`src/hdl/lmmn_pkg.sv`:
```
// Package for the log min-max normaliser: widths, status and request codes,
// controller state type and command/status structs. No dependencies.
`default_nettype none
package lmmn_pkg;
	localparam int VALUE_BITS_DEF = 32;
	localparam int FRAC_BITS_DEF  = 16;
	localparam int LOG_W          = 22;
	localparam int LOG_FRAC       = 16;
	localparam int OUT_W          = 17;
	localparam int MANT_W         = 32;          // Q2.30 while squaring
	localparam logic [LOG_W-1:0] LOG_ONE = 22'h010000;
	localparam logic [LOG_W-1:0] LOG_SAT = 22'h3FFFFF;

	localparam logic REQ_SEED = 1'b0;
	localparam logic REQ_NORM = 1'b1;

	localparam logic [1:0] ST_OK       = 2'd0;
	localparam logic [1:0] ST_UNSEEDED = 2'd1;
	localparam logic [1:0] ST_RANGE    = 2'd2;

	typedef enum logic [2:0] {
		S_IDLE,
		S_LOG,      // log of one operand in progress
		S_DIV,      // division in progress
		S_OUT       // result waiting for the receiver
	} state_t;

	typedef struct packed {
		logic load;       // capture request
		logic log_start;  // start log unit on selected operand
		logic log_sel_hi; // 0: low/sample operand, 1: range high
		logic log_store;  // store finished log result
		logic div_start;
		logic out_load;   // capture result into output register
	} cmd_t;

	typedef struct packed {
		logic need_log;   // request needs logs computed
		logic need_hi;    // seed also needs log of range high
		logic need_div;   // normalise in range needs division
		logic log_done;
		logic div_done;
	} sts_t;
endpackage
`default_nettype wire

```
`src/hdl/lmmn_ctrl.sv`:
```
// Controller state machine of the log min-max normaliser.
// Depends on lmmn_pkg.
`default_nettype none
module lmmn_ctrl (
	input  wire logic         clk,
	input  wire logic         arst_n,
	input  wire logic         in_fire,
	input  wire logic         out_fire,
	input  wire lmmn_pkg::sts_t sts,
	output lmmn_pkg::cmd_t    cmd,
	output logic              in_rdy,
	output logic              out_vld
);
	lmmn_pkg::state_t state_q, state_d;
	logic hi_phase_q;     // second log of a seed
	logic out_full_q;

	// next state
	always_comb begin
		state_d = state_q;
		case (state_q)
			lmmn_pkg::S_IDLE: begin
				if (in_fire) state_d = lmmn_pkg::S_LOG;
			end
			lmmn_pkg::S_LOG: begin
				if (!sts.need_log) state_d = lmmn_pkg::S_OUT;
				else if (sts.log_done) begin
					if (sts.need_div) state_d = lmmn_pkg::S_DIV;
					else if (sts.need_hi && !hi_phase_q) state_d = lmmn_pkg::S_LOG;
					else state_d = lmmn_pkg::S_OUT;
				end
			end
			lmmn_pkg::S_DIV: begin
				if (sts.div_done) state_d = lmmn_pkg::S_OUT;
			end
			lmmn_pkg::S_OUT: begin
				if (!out_full_q || out_fire) state_d = lmmn_pkg::S_IDLE;
			end
			default: state_d = lmmn_pkg::S_IDLE;
		endcase
	end

	// outputs
	always_comb begin
		cmd = '0;
		in_rdy = 1'b0;
		case (state_q)
			lmmn_pkg::S_IDLE: begin
				in_rdy = 1'b1;
				cmd.load = in_fire;
			end
			lmmn_pkg::S_LOG: begin
				cmd.log_sel_hi = hi_phase_q;
				cmd.log_start = (state_d == lmmn_pkg::S_LOG) && !sts.log_done;
				cmd.log_store = sts.need_log && sts.log_done;
				cmd.div_start = sts.log_done && sts.need_div;
			end
			lmmn_pkg::S_OUT: begin
				cmd.out_load = !out_full_q || out_fire;
			end
			default: ;
		endcase
	end

	always_ff @(posedge clk or negedge arst_n) begin
		if (!arst_n) begin
			state_q    <= lmmn_pkg::S_IDLE;
			hi_phase_q <= 1'b0;
			out_full_q <= 1'b0;
		end else begin
			state_q <= state_d;
			if (cmd.load) hi_phase_q <= 1'b0;
			else if (state_q == lmmn_pkg::S_LOG && sts.log_done) hi_phase_q <= 1'b1;
			if (cmd.out_load) out_full_q <= 1'b1;
			else if (out_fire) out_full_q <= 1'b0;
		end
	end
	assign out_vld = out_full_q;

	// at most one item in flight: no input while busy
	a_busy: assert property (@(posedge clk) disable iff (!arst_n)
		(state_q != lmmn_pkg::S_IDLE) |-> !in_rdy) else $error("ready while busy");
	a_div: assert property (@(posedge clk) disable iff (!arst_n)
		cmd.div_start |=> (state_q == lmmn_pkg::S_DIV)) else $error("division lost");
	a_out: assert property (@(posedge clk) disable iff (!arst_n)
		cmd.out_load |=> out_vld) else $error("result not shown");
endmodule
`default_nettype wire

```
`src/hdl/lmmn_dp.sv`:
```
// Datapath of the log min-max normaliser: range registers, iterative log2
// unit (one squaring per cycle), radix-2 divider, output register. Uses lmmn_pkg.
`default_nettype none
module lmmn_dp #(
	parameter int VALUE_BITS = lmmn_pkg::VALUE_BITS_DEF,
	parameter int FRAC_BITS  = lmmn_pkg::FRAC_BITS_DEF
) (
	input  wire logic                  clk,
	input  wire logic                  arst_n,
	input  wire lmmn_pkg::cmd_t        cmd,
	input  wire logic                  req_in,
	input  wire logic [VALUE_BITS-1:0] val_in,
	output lmmn_pkg::sts_t             sts,
	output logic [lmmn_pkg::OUT_W-1:0] frac_out,
	output logic [1:0]                 status_out
);
	localparam int EW = $clog2(VALUE_BITS + 1);
	localparam int SW = $clog2(lmmn_pkg::LOG_FRAC + 1);
	localparam int NUM_W = lmmn_pkg::LOG_W + FRAC_BITS;
	localparam int QCNT_W = $clog2(NUM_W + 1);
	localparam logic [VALUE_BITS-1:0] VMAX = '1;

	// request and range state
	logic                  req_q;
	logic [VALUE_BITS-1:0] v_q, lo_q, hi_q;
	logic                  seeded_q;
	logic [lmmn_pkg::LOG_W-1:0] log_low_q, log_span_q;
	logic [1:0]            st_q;
	logic                  chg_q;   // seed widened the range

	wire logic in_lo = (val_in < lo_q);
	wire logic in_hi = (val_in > hi_q);

	always_ff @(posedge clk or negedge arst_n) begin
		if (!arst_n) begin
			seeded_q <= 1'b0;
			lo_q <= '0;
			hi_q <= '0;
		end else if (cmd.load && req_in == lmmn_pkg::REQ_SEED) begin
			seeded_q <= 1'b1;
			if (!seeded_q) begin
				lo_q <= val_in;
				hi_q <= val_in;
			end else if (in_lo) lo_q <= val_in;
			else if (in_hi) hi_q <= val_in;
		end
	end

	always_ff @(posedge clk) begin
		if (cmd.load) begin
			req_q <= req_in;
			v_q   <= val_in;
			chg_q <= !seeded_q || in_lo || in_hi;
			if (req_in == lmmn_pkg::REQ_SEED) st_q <= lmmn_pkg::ST_OK;
			else if (!seeded_q) st_q <= lmmn_pkg::ST_UNSEEDED;
			else if (in_lo || in_hi) st_q <= lmmn_pkg::ST_RANGE;
			else st_q <= lmmn_pkg::ST_OK;
		end
	end

	wire logic seed_w = (req_q == lmmn_pkg::REQ_SEED);
	assign sts.need_log = seed_w ? chg_q : (st_q == lmmn_pkg::ST_OK);
	assign sts.need_hi  = seed_w;
	assign sts.need_div = !seed_w;

	// log operand: normalise uses sample, seed uses low then high
	logic [VALUE_BITS-1:0] op;
	always_comb begin
		if (!seed_w) op = v_q;
		else if (cmd.log_sel_hi) op = hi_q;
		else op = lo_q;
	end

	// log unit: leading-one at start, then one squaring per cycle
	logic               lg_busy_q, lg_sat_q;
	logic [EW-1:0]      lg_e_q;
	logic [lmmn_pkg::MANT_W-1:0] lg_m_q;
	logic [lmmn_pkg::LOG_FRAC-1:0] lg_f_q;
	logic [SW-1:0]      lg_cnt_q;
	logic               lg_done_q;

	logic [VALUE_BITS:0] x;
	logic [EW-1:0]       e_w;
	logic [VALUE_BITS+30:0] xs;
	always_comb begin
		x = {1'b0, op} + {{VALUE_BITS{1'b0}}, 1'b1};
		e_w = '0;
		for (int i = 0; i <= VALUE_BITS; i++)
			if (x[i]) e_w = EW'(i);
		xs = {30'd0, x} << 30;
		xs = xs >> e_w;
	end

	wire logic [2*lmmn_pkg::MANT_W-1:0] sq = lg_m_q * lg_m_q;
	wire logic [lmmn_pkg::MANT_W-1:0] sq_s = sq[30 +: lmmn_pkg::MANT_W];

	always_ff @(posedge clk or negedge arst_n) begin
		if (!arst_n) begin
			lg_busy_q <= 1'b0;
			lg_done_q <= 1'b0;
		end else begin
			lg_done_q <= 1'b0;
			if (cmd.log_start && !lg_busy_q && !lg_done_q) begin
				lg_busy_q <= 1'b1;
				lg_cnt_q  <= '0;
				lg_e_q    <= e_w;
				lg_sat_q  <= x[VALUE_BITS] && (VALUE_BITS == 64);
				lg_m_q    <= xs[lmmn_pkg::MANT_W-1:0];
				lg_f_q    <= '0;
			end else if (lg_busy_q) begin
				lg_f_q <= {lg_f_q[lmmn_pkg::LOG_FRAC-2:0], sq_s[31]};
				lg_m_q <= sq_s[31] ? (sq_s >> 1) : sq_s;
				lg_cnt_q <= lg_cnt_q + 1'b1;
				if (lg_cnt_q == SW'(lmmn_pkg::LOG_FRAC - 1)) begin
					lg_busy_q <= 1'b0;
					lg_done_q <= 1'b1;
				end
			end
		end
	end
	assign sts.log_done = lg_done_q;
	wire logic [lmmn_pkg::LOG_W-1:0] lg_res = lg_sat_q ? lmmn_pkg::LOG_SAT :
		lmmn_pkg::LOG_W'({lg_e_q, lg_f_q});

	// log store: seed keeps low log then span; normalise feeds the divider
	wire logic [lmmn_pkg::LOG_W-1:0] span_w =
		(lg_res >= log_low_q) ? lg_res - log_low_q : '0;
	always_ff @(posedge clk or negedge arst_n) begin
		if (!arst_n) begin
			log_low_q  <= '0;
			log_span_q <= '0;
		end else if (cmd.log_store && seed_w) begin
			if (!cmd.log_sel_hi) log_low_q <= lg_res;
			else log_span_q <= span_w;
		end
	end

	// restoring divider, one quotient bit per cycle
	logic              dv_busy_q, dv_done_q;
	logic [NUM_W-1:0]  dv_n_q, dv_qt_q;
	logic [lmmn_pkg::LOG_W:0] dv_r_q;
	logic [lmmn_pkg::LOG_W-1:0] dv_d_q;
	logic [QCNT_W-1:0] dv_cnt_q;
	wire logic [lmmn_pkg::LOG_W-1:0] num_a =
		(lg_res >= log_low_q) ? lg_res - log_low_q : '0;
	wire logic [lmmn_pkg::LOG_W+1:0] trial = {dv_r_q, dv_n_q[NUM_W-1]};
	wire logic ge = (trial >= {2'b00, dv_d_q});
	wire logic [lmmn_pkg::LOG_W+1:0] diff = trial - {2'b00, dv_d_q};

	always_ff @(posedge clk or negedge arst_n) begin
		if (!arst_n) begin
			dv_busy_q <= 1'b0;
			dv_done_q <= 1'b0;
		end else begin
			dv_done_q <= 1'b0;
			if (cmd.div_start) begin
				dv_busy_q <= 1'b1;
				dv_n_q  <= {num_a, {FRAC_BITS{1'b0}}};
				dv_r_q  <= '0;
				dv_qt_q <= '0;
				dv_d_q  <= (log_span_q == '0) ? lmmn_pkg::LOG_ONE : log_span_q;
				dv_cnt_q <= '0;
			end else if (dv_busy_q) begin
				dv_r_q  <= ge ? diff[lmmn_pkg::LOG_W:0] : trial[lmmn_pkg::LOG_W:0];
				dv_n_q  <= dv_n_q << 1;
				dv_qt_q <= {dv_qt_q[NUM_W-2:0], ge};
				dv_cnt_q <= dv_cnt_q + 1'b1;
				if (dv_cnt_q == QCNT_W'(NUM_W - 1)) begin
					dv_busy_q <= 1'b0;
					dv_done_q <= 1'b1;
				end
			end
		end
	end
	assign sts.div_done = dv_done_q;

	localparam logic [NUM_W-1:0] LIM = NUM_W'(1) << FRAC_BITS;
	wire logic [NUM_W-1:0] q_sat = (dv_qt_q > LIM) ? LIM : dv_qt_q;

	// output register
	always_ff @(posedge clk) begin
		if (cmd.out_load) begin
			frac_out   <= (!seed_w && st_q == lmmn_pkg::ST_OK) ?
				lmmn_pkg::OUT_W'(q_sat) : '0;
			status_out <= st_q;
		end
	end

	a_order: assert property (@(posedge clk) disable iff (!arst_n)
		seeded_q |-> (lo_q <= hi_q)) else $error("range inverted");
	a_span: assert property (@(posedge clk) disable iff (!arst_n)
		!(lg_busy_q && dv_busy_q)) else $error("units overlap");
	a_max: assert property (@(posedge clk) disable iff (!arst_n)
		(lo_q != VMAX) || (hi_q == VMAX)) else $error("range high below low");
endmodule
`default_nettype wire

```
`src/hdl/log_min_max_normalizer_top.sv`:
```
// Log min-max normaliser, top level. One stream in, one stream out.
//
// Input transfer: s_tuser = request kind (0 seed, 1 normalise), s_tdata = value.
// Output transfer: m_tdata = {status, norm_fraction}, fraction in bits 16:0,
// status in bits 18:17. Exactly one result per input item, in order.
// A seed widening the range computes two base-2 logs (each: start, 16
// squarings, store); a normalise in range computes one log and a
// restoring division of 38 quotient bits. Items needing no log skip the
// log unit and the divider. One item is in flight at a time, so the next
// input is taken only after the previous result has been loaded into the
// output register; the log unit (one squaring per cycle) and the
// bit-serial divider set how soon that is.
// Reset clears the range and the seeded flag; the first seed sets both bounds.
// If the receiver stalls the result waits in the output register; the next
// item may still be taken, but its result is held until that one has gone.
`default_nettype none
module log_min_max_normalizer_top #(
	parameter int VALUE_BITS = lmmn_pkg::VALUE_BITS_DEF,
	parameter int FRAC_BITS  = lmmn_pkg::FRAC_BITS_DEF
) (
	input  wire logic                  clk,
	input  wire logic                  arst_n,
	input  wire logic                  s_tvalid,
	output logic                       s_tready,
	input  wire logic [VALUE_BITS-1:0] s_tdata,   // sample_value
	input  wire logic                  s_tuser,   // req_type
	output logic                       m_tvalid,
	input  wire logic                  m_tready,
	output logic [23:0]                m_tdata    // norm_fraction, status
);
	lmmn_pkg::cmd_t cmd;
	lmmn_pkg::sts_t sts;
	logic [lmmn_pkg::OUT_W-1:0] frac;
	logic [1:0] st;

	lmmn_ctrl u_ctrl (
		.clk(clk), .arst_n(arst_n),
		.in_fire(s_tvalid && s_tready), .out_fire(m_tvalid && m_tready),
		.sts(sts), .cmd(cmd), .in_rdy(s_tready), .out_vld(m_tvalid)
	);

	lmmn_dp #(.VALUE_BITS(VALUE_BITS), .FRAC_BITS(FRAC_BITS)) u_dp (
		.clk(clk), .arst_n(arst_n), .cmd(cmd),
		.req_in(s_tuser), .val_in(s_tdata),
		.sts(sts), .frac_out(frac), .status_out(st)
	);

	assign m_tdata = {5'd0, st, frac};
endmodule
`default_nettype wire
```
`config.mk`:
```
export PLATFORM = sky130hd
export DESIGN_NAME = log_min_max_normalizer_top
export DESIGN_NICKNAME = d
export VERILOG_FILES = /design/src/hdl/lmmn_pkg.sv /design/src/hdl/lmmn_ctrl.sv /design/src/hdl/lmmn_dp.sv /design/src/hdl/log_min_max_normalizer_top.sv
export SDC_FILE = /design/constraint.sdc
export NUM_CORES = 2
export LEC_CHECK = 0
export BUFFER_PORTS_ARGS = -buffer_cell sky130_fd_sc_hd__buf_4
export CAP_MARGIN = 20
export CORE_ASPECT_RATIO = 1.4
export CORE_MARGIN = 2
export CORE_UTILIZATION = 71
export CTS_BUF_LIST = sky130_fd_sc_hd__clkbuf_8
export DETAILED_ROUTE_END_ITERATION = 12
export GPL_TIMING_DRIVEN = 0
export PLACE_DENSITY = 0.88
export SLEW_MARGIN = 15
export SYNTH_ARGS = -nofsm -noshare
export SYNTH_HDL_FRONTEND = slang
export SYNTH_SLANG_ARGS = --single-unit
```
`constraint.sdc`:
```
create_clock -name clk -period 21.4 [get_ports clk]
set_clock_uncertainty 0.15 [all_clocks]
set_input_delay 3.21 -clock clk [delete_from_list [all_inputs] [get_ports clk]]
set_output_delay 3.21 -clock clk [all_outputs]
set_load 0.1 [all_outputs]
```
* Word level (Yosys, flattened, before mapping)
Cells that the tools add are included.
Cells by class: $add $sub $neg 5, $mul 1, divide/modulo/power cells 0, order comparisons 5, equality and inequality tests 9, shift operators 1, mux-type cells 83, bitwise operators 4, reduce and logical (&&, ||, !) cells 38
Operators by type and width (number):
- 32-bit 2-to-1 mux | 9
- 38-bit 2-to-1 mux | 3
- 5-bit 2-to-1 mux | 17
- 63-bit by 6-bit right shift with 32-bit output | 1
- 32-bit by 32-bit multiplier with 62-bit output | 1
- 23-bit 2-to-1 mux | 2
- 38-bit by 17-bit greater-than comparator with 1-bit output, second input constant | 1
- 4-bit 2-to-1 mux | 9
- 32-bit by 1-bit adder with 33-bit output, second input constant | 1
- 32-bit greater-than comparator | 1
- 32-bit less-than comparator | 1
- 31-bit 2-to-1 mux | 1
- 3-bit 2-to-1 mux | 10
- 24-bit by 22-bit >= comparator with 1-bit output | 1
- 23-bit by 22-bit subtractor with 23-bit output | 1
- 22-bit >= comparator | 1
- 22-bit zero test | 1
- 1-bit 2-to-1 mux | 22
- 22-bit 2-to-1 mux | 1
- 22-bit subtractor | 1
- 17-bit 2-to-1 mux | 1
- 16-bit 2-to-1 mux | 1
- 2-bit AND reduction | 8
- 1-bit logical AND | 12
- 18 further kinds | 39
Word-level totals: flip-flop bits (word level) 359, bits in latches 0, bits in writable memories 0, memory bits (read-only) 0, input bits 37, output and inout port bits 26, word-level logic and storage cells 176, memories 0

* Longest topological paths before layout
depth in word-level cells 47, mapped depth 37, mapped depth without buffers 34

* By module
A second synthesis with hierarchy kept.
Second synthesis, totals: cells, all modules 5116, area total of the unflattened synthesis 49882.8 um^2
Modules (own cells, without submodules):
- lmmn_dp | instances 1, cells an instance 5076, area an instance 49526.2 um^2, seq. area each 10064.7 um^2
- lmmn_ctrl | instances 1, cells an instance 32, area an instance 302.8 um^2, seq. area each 125.1 um^2
- log_min_max_normalizer_top | instances 1, cells an instance 8, area an instance 53.8 um^2, seq. area each 0.0 um^2

* Worst setup path before layout
No wires, ideal clock.
path type register to register, start reg u_dp.lg_m_q[15] (netlist name), end reg u_dp.lg_m_q[4] (netlist name) (data pin), library setup time 259 ps, arrival time 8909 ps, required time 20991 ps, path slack 12082 ps, stages on the path, launching flop included 34, path through edfxtp_1 clkbuf_1 clkbuf_1 nand2_1 fa_1 fa_1 inv_1 fa_1 fa_1 fa_1 inv_1 fa_1 inv_1 fa_1 inv_1 fa_1 inv_1 ha_1 a21o_1 a21o_1 a221oi_1 o21ai_0 a21oi_1 nor3_1 o21a_1 o211a_1 a31o_2 a221oi_2 xor2_1 clkbuf_1 clkbuf_1 a21oi_1 o211ai_1 nand2_1
Between the ends: longest elaborated chain between the ends 4
RTL lines:
- start: declaration | RTL line lmmn_dp.sv:77 | logic [lmmn_pkg::MANT_W-1:0] lg_m_q;
- start signal: assignment | RTL line lmmn_dp.sv:108 | lg_m_q <= xs[lmmn_pkg::MANT_W-1:0];
- start signal: assignment | RTL line lmmn_dp.sv:112 | lg_m_q <= sq_s[31] ? (sq_s >> 1) : sq_s;
- 32-bit by 32-bit multiplier with 62-bit output | RTL line lmmn_dp.sv:94 | wire logic [2*lmmn_pkg::MANT_W-1:0] sq = lg_m_q * lg_m_q;
- 31-bit 2-to-1 mux | RTL line lmmn_dp.sv:112
- 32-bit 2-to-1 mux | RTL line lmmn_dp.sv:110 | end else if (lg_busy_q) begin
- 32-bit 2-to-1 mux | RTL line lmmn_dp.sv:103 | if (cmd.log_start && !lg_busy_q && !lg_done_q) begin
No other way between the ends. The select of a mux whose other input is x is not followed. A chain may end at the register's enable or synchronous reset.

* Worst setup path after layout
start reg u_dp.lg_m_q[7] (netlist name), end reg u_dp.lg_m_q[24] (netlist name) (data pin)
The elaborated chain is that of the path after synthesis.

==> key figures <==
GRT
  • Vias in the first global route: between 40000 and 50000
  • Global Route Usage Sum: approximately 43%
  • Met1 Use GR: around 43%
  • Met2 Use GR: roughly 71%
  • First-pass GRT wire length: ~240 mm
  • Initial antenna violation count: 14
  • GRT overflow: 0
  • Met3 Track Usage GR: about an eighth
  • Largest net degree at the start of global routing: between 90 and 100
  • Grt peak-use layer: met2

Clocking
  • Num CTS Buffers: 48
  • Hold-fix buffers, CTS: 0
  • Setup bufs post-CTS: 0
  • CTS clk-pin slew, worst paths: roughly 70 ps
  • H-tree depth: 2
  • Root buffer cell: clkbuf_8
  • Largest buffer count on any clock path: 3
  • Post-CTS resize count: 0
  • CTS tree: built
  • Clk sink count: ~360
  • Worst-Skew Late Latency: roughly 660 ps

Critical path
  • Slowest library cell on the worst path: clkinv_1
  • Critical Path End Type: register
  • Crit-path max cell delay: 900 ps
  • CP Class: reg -> reg
  • FF-to-FF path depth: 31
  • Worst Path Arrival: about 14000 ps
  • Delay-heaviest family, CP: compound AO/OA/AOI/OAI gates
  • FF-to-FF setup slack: roughly 7800 ps
  • Reg-to-reg startpoint: u_dp.lg_m_q[7]
  • Startpoint class of the critical path: register
  • Critical path peak fanout: 10
  • Worst EP required: between 20000 and 25000 ps
  • CP Buf/Inv Count: 7
  • R2R Path End: u_dp.lg_m_q[24]
  • Cell repeated most along the worst path: fa_1

Logic synthesis
  • Syn Inst Count: 5183
  • Dominant synthesized flop cell: edfxtp_1
  • Post-synthesis sequential area ratio: 20.3%
  • Seq cells post-synth: 359
  • Yosys top cell area share: 32.3%
  • Synth area leaders: fa_1 32%, edfxtp_1 14%, ha_1 9.2%, inv_1 8.4%, dfrtp_1 5.9%
  • Post-synth top area cell: fa_1
  • Post-Syn Area: around 50000 um^2
  • Yosys warns: 0
  • Ys async rst share: approximately a third
  • Post-Syn Area per Cell: about 9.7 um^2
  • Post-synth EDFFs: about 240
  • Post-synth cell types: approximately 110

Final layout
  • Final #Nets: ~6500
  • Synth-to-layout area growth: 6.05%
  • Share of layout cells above drive strength 1: between 6 and 7%
  • Final core utilization: 75.9%
  • Number of fill cells in the layout: between 4000 and 5000

STA
  • Final setup vio count: 0
  • Final Cycle Share: a little under two thirds
  • Fmax: approximately 74 MHz
  • Slew @ Worst Pin: 1310 ps
  • Setup TNS: 0 ps
  • Max-slew violation count: 0
  • RSZ-0062 raised after global routing: false
  • Slew margin rel.: around 13%
  • Fin. Hold Viols: 0
  • Min Hold Slack: around 360 ps
  • Minimum clock period: around 14000 ps

Outcome
  • Outcome: completed

Routing
  • Antenna-violating nets left: 0
  • First-pass DRT Iterations: 9
  • Via density: around 6.3
  • Starting DRC count in detailed routing: roughly 3600
  • Total wire length: about 150 mm
  • DR vias: roughly 40000
  • Wire length per cell: roughly 24 um
  • Detailed-route DRC error count: 0

Min path
  • Min-Delay Startpoint: u_dp.lg_e_q[2]
  • Hold Crit Class: reg -> reg
  • Hold Crit Endpoint: u_dp.log_low_q[18]
  • Worst hold stages: 2

Floorplanning
  • Chip Width: between 200 and 250 um
  • Site Rows: between 100 and 150
  • IO Count: 63
  • Core footprint: between 70000 and 80000 um^2
  • Die Ht: 318 um
  • Die Area: around 73000 um^2
  • Initial Util: between 70% and 80%

Placed design
  • IO Port Bufs: 57
  • Placer Congestion: ~1.1
  • DP HPWL: 119 mm

Job
  • Maxcap violations: 0
==> cells by family (layout without fill, tap and decap cells) <==
| logic type | after synthesis | count (layout) | share of synthesized area, % |
|---|---|---|---|
| other | 1 | 24 | 0.00748 |
| muxes | 224 | 224 | 4.74 |
| and+or+nand+nor | 1314 | 1314 | 12.8 |
| DFF | 359 | 359 | 20.3 |
| buffers and inverters | 1357 | 1518 | 10.4 |
| AOI/OAI and AO/OA | 644 | 644 | 8.36 |
| adders and majority gates | 1176 | 1176 | 41.5 |
| xor gates and xnor gates | 108 | 108 | 1.89 |
==> cells in the mapped netlist (all sizes together) (6+ instances only) <==
cell type,count
a211o,9
a211oi,34
a21boi,13
a21o,47
a21oi,170
a221oi,7
a22o,21
a31oi,18
and2,229
and3,14
and4,8
buf,45
clkbuf,185
clkinv,6
dfrtp,118
edfxtp,241
fa,808
ha,368
inv,1121
mux2,75
mux2i,149
nand2,468
nand2b,29
nand3,35
nand3b,8
nand4,53
nor2,299
nor2b,36
nor3,55
nor3b,6
nor4,29
o211a,6
o211ai,10
o21a,30
o21ai,181
o21bai,8
o22ai,19
o311ai,7
o31ai,11
or2,14
or3,13
xnor2,59
xor2,49
==> worst register-to-register path, delay by kind of cell (launching register included) <==
kind                     cells  cell delay (ps)
AO/OA/AOI/OAI               11             4420
XOR/XNOR                     2             1060
adder cells (fa/ha/maj)      9             3830
buffers and inverters        7             3010
flip-flops                   1              320
AND/OR/NAND/NOR              2              670
==> cell type report <==
class / count / area [um^2] / share of cell area, %
inverters: 1127 / 4230 / 7.96
multi-input cells: 3473 / 34700 / 65.4
flip-flops and latches: 359 / 10200 / 19.2
clock buffers: 53 / 729 / 1.37
clock inverters: 37 / 379 / 0.713
repair buffers: 71 / 652 / 1.23
well taps: 936 / 1170 / 2.20
diodes: 17 / 42.5 / 0.0800
plain buffers: 230 / 1010 / 1.90
==> metal layers <==
layer	part of all wire, %	vias up	wire length (um)
li1	-	16693	-
met1	30	19233	44600
met2	48	2530	73000
met3	9.3	1159	14100
met4	13	4	19300
met5	0.014	-	21
==> registers in the layout, summed over array words and instances, names as in the netlist, 2 cells and up <==
signal and cells:
u_ctrl.state_q 3, u_dp.dv_cnt_q 6, u_dp.dv_d_q 22, u_dp.dv_n_q 38
u_dp.dv_qt_q 38, u_dp.dv_r_q 23, u_dp.frac_out 17, u_dp.hi_q 32
u_dp.lg_cnt_q 5, u_dp.lg_e_q 6, u_dp.lg_f_q 16, u_dp.lg_m_q 32
u_dp.lo_q 32, u_dp.log_low_q 22, u_dp.log_span_q 22, u_dp.st_q 2
u_dp.status_out 2, u_dp.v_q 32
==> cells in the final DEF, fill, tap and decap left out, types with 16 or more instances in the layout <==
| cell | Yosys | layout |
|---|---|---|
| nand2b_1 | 27 | 27 |
| nor3_1 | 53 | 53 |
| nor4_1 | 25 | 24 |
| and2_1 | 229 | 228 |
| clkbuf_1 | 185 | 179 |
| o21ai_0 | 161 | 161 |
| buf_2 | 16 | 17 |
| a31oi_1 | 16 | 16 |
| o22ai_1 | 18 | 18 |
| edfxtp_1 | 241 | 241 |
| a21o_1 | 46 | 46 |
| diode_2 | 0 | 17 |
| xnor2_1 | 59 | 58 |
| nand4_1 | 50 | 50 |
| nand3_1 | 35 | 35 |
| nor2b_1 | 36 | 36 |
| o21a_1 | 30 | 30 |
| buf_4 | 12 | 68 |
| nand2_1 | 468 | 468 |
| a21oi_1 | 169 | 169 |
| mux2_2 | 75 | 75 |
| xor2_1 | 49 | 49 |
| inv_1 | 1115 | 1122 |
| ha_1 | 368 | 368 |
| fa_1 | 808 | 808 |
| mux2i_1 | 143 | 143 |
| dfrtp_1 | 118 | 118 |
| nor2_1 | 298 | 297 |
| a22o_1 | 21 | 21 |
| clkbuf_8 | 0 | 53 |
| a211oi_1 | 33 | 33 |
==> how the worst max path moves through the flow <==
stage	slack, ps	depth (start not counted)	from	to
after detailed placement	8580	31	u_dp.lg_m_q[7]	u_dp.lg_m_q[24]
after global routing	7750	31	u_dp.lg_m_q[7]	u_dp.lg_m_q[24]
after CTS	8550	31	u_dp.lg_m_q[7]	u_dp.lg_m_q[24]
after floorplan	12080	33	u_dp.lg_m_q[15]	u_dp.lg_m_q[4]
final	7800	31	u_dp.lg_m_q[7]	u_dp.lg_m_q[24]
after global placement	8770	31	u_dp.lg_m_q[7]	u_dp.lg_m_q[24]
==> per-stage QoR <==
stage                     worst slack (ps)  area [um^2]  instances
after detailed placement              8580        51900       6188
after floorplan                      12080        50100       5189
after global placement                8770        51700       6182
after global routing                  7750        53100       6292
final                                 7800        53200       6303
after CTS                             8550        53000       6278
Power is not shown: default switching activity piles up to over one toggle a cycle in this logic, so the estimate is an artifact.
